==> src/hdl/lir_pkg.sv <==
// shared types and constants for the linear interpolation resampler
package lir_pkg;

  localparam int FRAC_BITS   = 16;
  localparam int MAX_OUTPUTS = 64;
  localparam int CNT_W       = $clog2(MAX_OUTPUTS);

  localparam int SAMPLE_W    = 32;
  localparam int PHASE_W     = 32;
  localparam int STEP_W      = 21;
  localparam int DIFF_W      = SAMPLE_W + 1;
  localparam int PROD_W      = DIFF_W + FRAC_BITS + 1;

  localparam int CFG_IDX_W   = 1;
  localparam int CFG_DATA_W  = STEP_W;

  localparam logic [PHASE_W-1:0] ONE_PERIOD = PHASE_W'(1) << FRAC_BITS;
  localparam logic [STEP_W-1:0]  STEP_RESET = STEP_W'(65536);

  // register indexes
  localparam logic [CFG_IDX_W-1:0] REG_PHASE_STEP  = 1'b0;
  localparam logic [CFG_IDX_W-1:0] REG_STEREO_MODE = 1'b1;

  // item opcodes
  localparam logic OP_SAMPLE = 1'b0;
  localparam logic OP_FLUSH  = 1'b1;

  typedef struct packed {
    logic capture;    // latch the incoming samples
    logic flush;      // clear phase and history
    logic diff;       // form cur - prev per channel
    logic mul;        // frac times difference
    logic emit;       // load output register and step the phase
    logic emit_last;  // final output of this item
    logic update;     // drop one period, move cur into history
  } cmd_t;

  typedef struct packed {
    logic phase_int_zero;  // integer part of phase is zero
    logic next_int_zero;   // integer part of phase + step is zero
  } status_t;

endpackage

==> src/hdl/lir_datapath.sv <==
// datapath: config registers, phase, history, multiplier and output register
module lir_datapath (
  input  logic                             clk,
  input  logic                             rst,
  input  logic                             cfg_wr_en,
  input  logic [lir_pkg::CFG_IDX_W-1:0]    cfg_index,
  input  logic [lir_pkg::CFG_DATA_W-1:0]   cfg_data,
  input  logic signed [lir_pkg::SAMPLE_W-1:0] left_in,
  input  logic signed [lir_pkg::SAMPLE_W-1:0] right_in,
  input  lir_pkg::cmd_t                    cmd,
  output lir_pkg::status_t                 status,
  output logic signed [lir_pkg::SAMPLE_W-1:0] left_out,
  output logic signed [lir_pkg::SAMPLE_W-1:0] right_out,
  output logic                             last_of_run
);

  logic [lir_pkg::STEP_W-1:0]            phase_step;
  logic                                  stereo_mode;
  logic [lir_pkg::PHASE_W-1:0]           phase;
  logic [lir_pkg::PHASE_W-1:0]           phase_sum;
  logic signed [lir_pkg::SAMPLE_W-1:0]   prev_l, prev_r, cur_l, cur_r;
  logic signed [lir_pkg::DIFF_W-1:0]     diff_l, diff_r;
  logic signed [lir_pkg::FRAC_BITS:0]    frac_ext;
  logic signed [lir_pkg::PROD_W-1:0]     prod_l, prod_r;
  logic signed [lir_pkg::PROD_W-1:0]     q_l, q_r;
  logic [lir_pkg::SAMPLE_W-1:0]          interp_l, interp_r;

  assign phase_sum = phase + {{(lir_pkg::PHASE_W-lir_pkg::STEP_W){1'b0}}, phase_step};
  assign status.phase_int_zero = (phase[lir_pkg::PHASE_W-1:lir_pkg::FRAC_BITS] == '0);
  assign status.next_int_zero  = (phase_sum[lir_pkg::PHASE_W-1:lir_pkg::FRAC_BITS] == '0);

  assign frac_ext = $signed({1'b0, phase[lir_pkg::FRAC_BITS-1:0]});

  // floor division by 2^FRAC_BITS via arithmetic shift
  assign q_l = prod_l >>> lir_pkg::FRAC_BITS;
  assign q_r = prod_r >>> lir_pkg::FRAC_BITS;
  assign interp_l = prev_l + q_l[lir_pkg::SAMPLE_W-1:0];
  assign interp_r = prev_r + q_r[lir_pkg::SAMPLE_W-1:0];

  // config registers
  always_ff @(posedge clk) begin
    if (rst) begin
      phase_step  <= lir_pkg::STEP_RESET;
      stereo_mode <= 1'b1;
    end else if (cfg_wr_en) begin
      unique case (cfg_index)
        lir_pkg::REG_PHASE_STEP:  phase_step  <= cfg_data;
        lir_pkg::REG_STEREO_MODE: stereo_mode <= cfg_data[0];
        default: ;
      endcase
    end
  end

  // phase and history
  always_ff @(posedge clk) begin
    if (rst) begin
      phase  <= '0;
      prev_l <= '0;
      prev_r <= '0;
    end else if (cmd.flush) begin
      phase  <= '0;
      prev_l <= '0;
      prev_r <= '0;
    end else if (cmd.emit) begin
      phase <= phase_sum;
    end else if (cmd.update) begin
      if (phase >= lir_pkg::ONE_PERIOD) begin
        phase <= phase - lir_pkg::ONE_PERIOD;
      end
      prev_l <= cur_l;
      if (stereo_mode) begin
        prev_r <= cur_r;
      end
    end
  end

  // arithmetic payload
  always_ff @(posedge clk) begin
    if (cmd.capture) begin
      cur_l <= left_in;
      cur_r <= right_in;
    end
    if (cmd.diff) begin
      diff_l <= {cur_l[lir_pkg::SAMPLE_W-1], cur_l} - {prev_l[lir_pkg::SAMPLE_W-1], prev_l};
      diff_r <= {cur_r[lir_pkg::SAMPLE_W-1], cur_r} - {prev_r[lir_pkg::SAMPLE_W-1], prev_r};
    end
    if (cmd.mul) begin
      prod_l <= diff_l * frac_ext;
      prod_r <= diff_r * frac_ext;
    end
    if (cmd.emit) begin
      left_out    <= interp_l;
      right_out   <= stereo_mode ? interp_r : '0;
      last_of_run <= cmd.emit_last;
    end
  end

endmodule

==> src/hdl/lir_ctrl.sv <==
// controller: sequences one item through difference, multiply, emit and history update steps
module lir_ctrl (
  input  logic              clk,
  input  logic              rst,
  input  logic              in_valid,
  output logic              in_ready,
  input  logic              opcode,
  output logic              out_valid,
  input  logic              out_ready,
  input  lir_pkg::status_t  status,
  output lir_pkg::cmd_t     cmd
);

  localparam logic [2:0] S_IDLE = 3'd0;
  localparam logic [2:0] S_DIFF = 3'd1;
  localparam logic [2:0] S_MUL  = 3'd2;
  localparam logic [2:0] S_ADD  = 3'd3;
  localparam logic [2:0] S_UPD  = 3'd4;

  logic [2:0]                state, state_next;
  logic [lir_pkg::CNT_W-1:0] cnt;
  logic                      accept, slot_free, at_max;

  assign in_ready  = (state == S_IDLE);
  assign accept    = in_valid && in_ready;
  assign slot_free = !out_valid || out_ready;
  assign at_max    = (cnt == lir_pkg::CNT_W'(lir_pkg::MAX_OUTPUTS - 1));

  always_comb begin
    state_next    = state;
    cmd           = '0;
    cmd.emit_last = !status.next_int_zero || at_max;
    unique case (state)
      S_IDLE: begin
        if (accept) begin
          if (opcode == lir_pkg::OP_FLUSH) begin
            cmd.flush = 1'b1;
          end else begin
            cmd.capture = 1'b1;
            state_next  = S_DIFF;
          end
        end
      end
      S_DIFF: begin
        cmd.diff   = 1'b1;
        state_next = status.phase_int_zero ? S_MUL : S_UPD;
      end
      S_MUL: begin
        cmd.mul    = 1'b1;
        state_next = S_ADD;
      end
      S_ADD: begin
        if (slot_free) begin
          cmd.emit   = 1'b1;
          state_next = cmd.emit_last ? S_UPD : S_MUL;
        end
      end
      S_UPD: begin
        cmd.update = 1'b1;
        state_next = S_IDLE;
      end
      default: state_next = S_IDLE;
    endcase
  end

  always_ff @(posedge clk) begin
    if (rst) begin
      state     <= S_IDLE;
      cnt       <= '0;
      out_valid <= 1'b0;
    end else begin
      state <= state_next;
      if (cmd.diff) begin
        cnt <= '0;
      end else if (cmd.emit) begin
        cnt <= cnt + 1'b1;
      end
      if (cmd.emit) begin
        out_valid <= 1'b1;
      end else if (out_ready) begin
        out_valid <= 1'b0;
      end
    end
  end

endmodule

==> src/hdl/linear_interp_resampler.sv <==
// top level of the streaming linear interpolation resampler
// Stereo linear-interpolation sample rate converter with a 16.16 phase
// accumulator. Each sample item produces zero or more output items, each the
// previous sample plus frac*(cur-prev) floored by 2^16, so output lags input by
// one sample; last_of_run marks the final output of an item, and at most 64
// outputs come from one item. Mono mode (stereo_mode = 0) forces right_out to
// zero and keeps the right history. A flush item clears phase and history and
// gives no output. One item is handled at a time. A sample item holds the input
// side through a difference step, a multiply and an add/load step per output on
// one multiplier per channel, and a history update step; the add/load step waits
// while the output register is not taken. A flush item is handled in the idle
// state without leaving it. The output register lets the next item in while the
// last result of the previous one still waits. Registers are written through
// cfg_wr_en, cfg_index (0 phase_step, 1 stereo_mode) and cfg_data; the user must
// write them only while idle, which the block itself does not enforce.
module linear_interp_resampler (
  input  logic                                clk,
  input  logic                                rst,
  // configuration writes
  input  logic                                cfg_wr_en,
  input  logic [lir_pkg::CFG_IDX_W-1:0]       cfg_index,
  input  logic [lir_pkg::CFG_DATA_W-1:0]      cfg_data,
  // input items
  input  logic                                in_valid,
  output logic                                in_ready,
  input  logic                                opcode,
  input  logic signed [lir_pkg::SAMPLE_W-1:0] left_in,
  input  logic signed [lir_pkg::SAMPLE_W-1:0] right_in,
  // output items
  output logic                                out_valid,
  input  logic                                out_ready,
  output logic signed [lir_pkg::SAMPLE_W-1:0] left_out,
  output logic signed [lir_pkg::SAMPLE_W-1:0] right_out,
  output logic                                last_of_run
);

  lir_pkg::cmd_t    cmd;
  lir_pkg::status_t status;

  // state machine: handshakes, output count, output valid
  lir_ctrl u_ctrl (
    .clk       (clk),
    .rst       (rst),
    .in_valid  (in_valid),
    .in_ready  (in_ready),
    .opcode    (opcode),
    .out_valid (out_valid),
    .out_ready (out_ready),
    .status    (status),
    .cmd       (cmd)
  );

  // phase accumulator, history, interpolation and output data register
  lir_datapath u_dp (
    .clk         (clk),
    .rst         (rst),
    .cfg_wr_en   (cfg_wr_en),
    .cfg_index   (cfg_index),
    .cfg_data    (cfg_data),
    .left_in     (left_in),
    .right_in    (right_in),
    .cmd         (cmd),
    .status      (status),
    .left_out    (left_out),
    .right_out   (right_out),
    .last_of_run (last_of_run)
  );

endmodule

==> config.mk <==
export PLATFORM = sky130hd
export DESIGN_NAME = linear_interp_resampler
export DESIGN_NICKNAME = d
export VERILOG_FILES = /design/src/hdl/lir_pkg.sv /design/src/hdl/lir_datapath.sv /design/src/hdl/lir_ctrl.sv /design/src/hdl/linear_interp_resampler.sv
export SDC_FILE = /design/constraint.sdc
export NUM_CORES = 2
export LEC_CHECK = 0
export BUFFER_PORTS_ARGS = -buffer_cell sky130_fd_sc_hd__buf_2
export CAP_MARGIN = 30
export CORE_UTILIZATION = 55
export DETAILED_ROUTE_END_ITERATION = 10
export PLACE_DENSITY = 0.75
export SLEW_MARGIN = 20
export SYNTH_ARGS = -nofsm -noshare
export SYNTH_HDL_FRONTEND = slang
export SYNTH_SLANG_ARGS = --single-unit
==> constraint.sdc <==
create_clock -name clk -period 6.3 [get_ports clk]
set_input_delay 1.89 -clock clk [delete_from_list [all_inputs] [get_ports clk]]
set_output_delay 1.89 -clock clk [all_outputs]
set_load 0.05 [all_outputs]
==> results.json <==
{
  "outcome": "finished, violations left",
  "violations": "setup timing",
  "fin_nets": 7934,
  "multi_input_area_um2": 40500,
  "avgViaCountPerCell": 5.48,
  "clk_pin_slew_ns": 0.06,
  "power_density_nw_per_um2": 106,
  "netSwitchingPower_mw": 1.90,
  "clock_skew_ns": 0.0540,
  "swShare": 0.277,
  "rrSetupSlack_ns": -0.19,
  "path_max_fanout": 7,
  "hold_viol": 0,
  "hold_path.class": "flip-flop to flip-flop",
  "synth_ff_type": "edfxtp_1",
  "final_util": 0.643,
  "hold_path_depth": 2,
  "r2r_end": "u_dp.prod_l[37]",
  "ant_nets": 0,
  "grt_max_degree": 64,
  "ys_warn_count": 0,
  "syn_inst": 6002,
  "synth-seq-area-share": 0.186,
  "clk-insertion-delay-late_ns": 0.66,
  "slew_viol_final": 0,
  "combinationalPowerShare": 0.133,
  "setup_tns_ns": -2.76,
  "drc": 0,
  "synth_area_leaders": "fa_1 35%, edfxtp_1 14%, inv_1 8.5%",
  "async_flop_share": 0,
  "hold_slack_ns": 0.472,
  "die_x_um": 320,
  "leakagePower_nw": 31.1,
  "first_pass_iters": 7,
  "syn_area_per_cell_um2": 9.28,
  "seq_area_um2": 10400,
  "num_rows": 116,
  "vdd_ir_drop_max_mv": 0.236,
  "synth_nets": 7451,
  "grt.total_usage": 0.294,
  "min_period_over_period": 1.03,
  "root_buffer": "clkbuf_16",
  "slew-limit-headroom": 0.393,
  "drt-wirelength-per-cell_um": 18.8,
  "overflow": 0,
  "cts_hold_buffers": 0,
  "antenna_found_initial": 4,
  "hpwl_um": 116000,
  "tightestPinTransition_ns": 0.911,
  "wl_um": 147000,
  "die_y_um": 320,
  "netlist_area_um2": 55700,
  "layout_setup_ws_ns": -0.190,
  "r2r.worst_path.cells": 25,
  "pwr-share-clk": 0.440,
  "worstPathArrival_ns": 6.85,
  "cp-end-kind": "flip-flop",
  "layout_min_cycle_time_ns": 6.49,
  "intPower_mw": 4.95,
  "cts_tree": "yes",
  "fmax_ghz": 0.154,
  "num_vias": 42900,
  "drt_first_iter_violations": 2896,
  "initial_core_util": 0.556,
  "yosysTopAreaCellShare": 0.353,
  "grt_pass1_wl_um": 240000,
  "numCtsBuffers": 49,
  "synth_edf_count": 259,
  "port-buffer-count": 158,
  "htree_levels": 2,
  "ioPinCount": 159,
  "pwr-share-seq": 0.426,
  "dp_cells": 7646,
  "crit-reg2reg-launch": "u_dp.phase[6]",
  "rsz0062_at_grt": "true",
  "maxCapViolCount": 0,
  "place_congestion": 0.919,
  "ctsLongestPathBuffers": 3,
  "stdcell_count": 7825,
  "hp-start": "u_dp.phase_step[17]",
  "ys_ff_latch": 387,
  "min_to": "u_dp.phase_step[17]",
  "worst_setup_path_start_kind": "flip-flop",
  "area_growth_pct": 15.6,
  "synth_top_cell_by_area": "fa_1",
  "yosys-top-cells-count": "1256 x inv_1, 983 x fa_1, 903 x nand2_1",
  "grt_pass1_vias": 45700,
  "core_um2": 100000,
  "cts.sinks": 387,
  "synthMostInstantiatedCell": "inv_1",
  "crit_required_ns": 6.66,
  "die_area_um2": 103000,
  "nFillCells": 7781,
  "crit_type": "flip-flop to flip-flop",
  "drive_gt1_frac": 0.155,
  "post_synth_num_cell_types": 92,
  "finalSetupViolCount": 30
}
## layer usage
metal	vias up	track usage	wire, um	part of all wire
li1	19500	-	-	-
met1	21500	0.377	58900	0.40
met2	1565	0.505	71800	0.49
met3	327	0.0469	10800	0.073
met4	4	0.102	5640	0.038
met5	-	0	34	0.00023
## kinds of logic after synthesis
logic type / Yosys count / synth area share
AOI/OAI and AO/OA: 711 / 0.0821
xor gates and xnor gates: 222 / 0.0349
adders and majority gates: 1357 / 0.437
buffers and inverters: 1508 / 0.103
DFF: 387 / 0.186
muxes: 6 / 0.00110
and+or+nand+nor: 1811 / 0.156
## worst max-delay path, stage by stage, from the launching register on
cell and delay, ns:
dfxtp_4 0.40, buf_12 0.15, and2_4 0.14, fa_1 0.50, inv_1 0.05, fa_1 0.47, fa_1 0.52, inv_2 0.05
fa_1 0.49, fa_1 0.50, inv_2 0.04, fa_1 0.51, inv_2 0.04, ha_4 0.22, buf_6 0.12, a211o_1 0.29
o311ai_4 0.38, a2111oi_4 0.13, buf_6 0.16, buf_12 0.12, nor3_4 0.17, o211ai_1 0.15, buf_4 0.17, a31oi_4 0.17
o21ai_2 0.07, xor2_1 0.14
## worst max path at each step
stage | start | endpoint | slack, ns
final | u_dp.phase[6] | u_dp.prod_l[37] | -0.19
after global placement | u_dp.phase[6] | u_dp.prod_l[47] | -0.40
after detailed placement | u_dp.phase[6] | u_dp.prod_l[47] | -0.45
after CTS | u_dp.phase[5] | u_dp.prod_l[47] | -0.22
after floorplan | u_dp.phase[10] | u_dp.prod_r[47] | -0.02
after global routing | u_dp.phase[12] | u_dp.prod_l[38] | -0.38
## flip-flops by register name, summed over array words and instances, names as in the netlist
name / count
u_dp.left_out: 32
u_dp.cur_l: 32
u_dp.right_out: 32
u_ctrl.out_valid: 1
u_dp.last_of_run: 1
u_dp.diff_r: 33
u_dp.cur_r: 32
u_ctrl.state: 3
u_dp.prev_l: 32
u_dp.stereo_mode: 1
u_dp.prod_r: 32
u_ctrl.cnt: 6
u_dp.phase_step: 21
u_dp.phase: 32
u_dp.prev_r: 32
u_dp.diff_l: 33
u_dp.prod_l: 32
## placed cells by master, fill, tap and decap left out, drive strengths merged, types with 11 or more instances in the layout
cell type	n
a21oi	269
nor3	56
xor2	58
and4	11
nand2	903
nor2b	27
or3	24
nand2b	29
o21a	37
nor4	13
o21ai	110
o21bai	27
or2	12
clkbuf	68
clkinv	14
dfxtp	128
nor2	143
buf	676
nand3	30
inv	1261
nand4	25
xnor2	164
o211ai	21
fa	983
edfxtp	259
a21o	85
ha	374
and2	484
a211oi	31
o31ai	12
and3	26
a31oi	21
## stage by stage
step / power (mW) / setup slack (ns) / area [um2]
after floorplan: 3.45 / -0.0167 / 55800
after global placement: 3.82 / -0.399 / 60800
after detailed placement: 3.83 / -0.452 / 60800
after CTS: 6.87 / -0.216 / 63500
after global routing: 7.06 / -0.375 / 64400
final: 6.85 / -0.190 / 64400
## power groups by stage
stage / registers, mW / clock network (mW) / logic (mW)
finish: 2.92 / 3.01 / 0.913
global placement: 2.97 / 0 / 0.841
global route: 2.92 / 3.15 / 0.991
detailed placement: 2.97 / 0 / 0.858
CTS: 2.92 / 3.07 / 0.883
floorplan: 2.94 / 0 / 0.507
## what timing repair did
item	in CTS	in global routing
setup buffers	48	32
endpoints found under the setup margin	44	45
pin swaps	62	114
resized for setup	129	153
cloned	3	6
## layout make-up
cell class | count | share of cell area
Tap cell | 1298 | 0.0252
Clock inverter | 29 | 0.00552
Clock buffer | 63 | 0.0210
Timing Repair Buffer | 683 | 0.0855
Multi-Input combinational cell | 4107 | 0.628
Sequential cell | 387 | 0.161
Inverter | 1257 | 0.0733
Antenna cell | 1 | 0.0000388
Power figures use the tool's default switching activity.
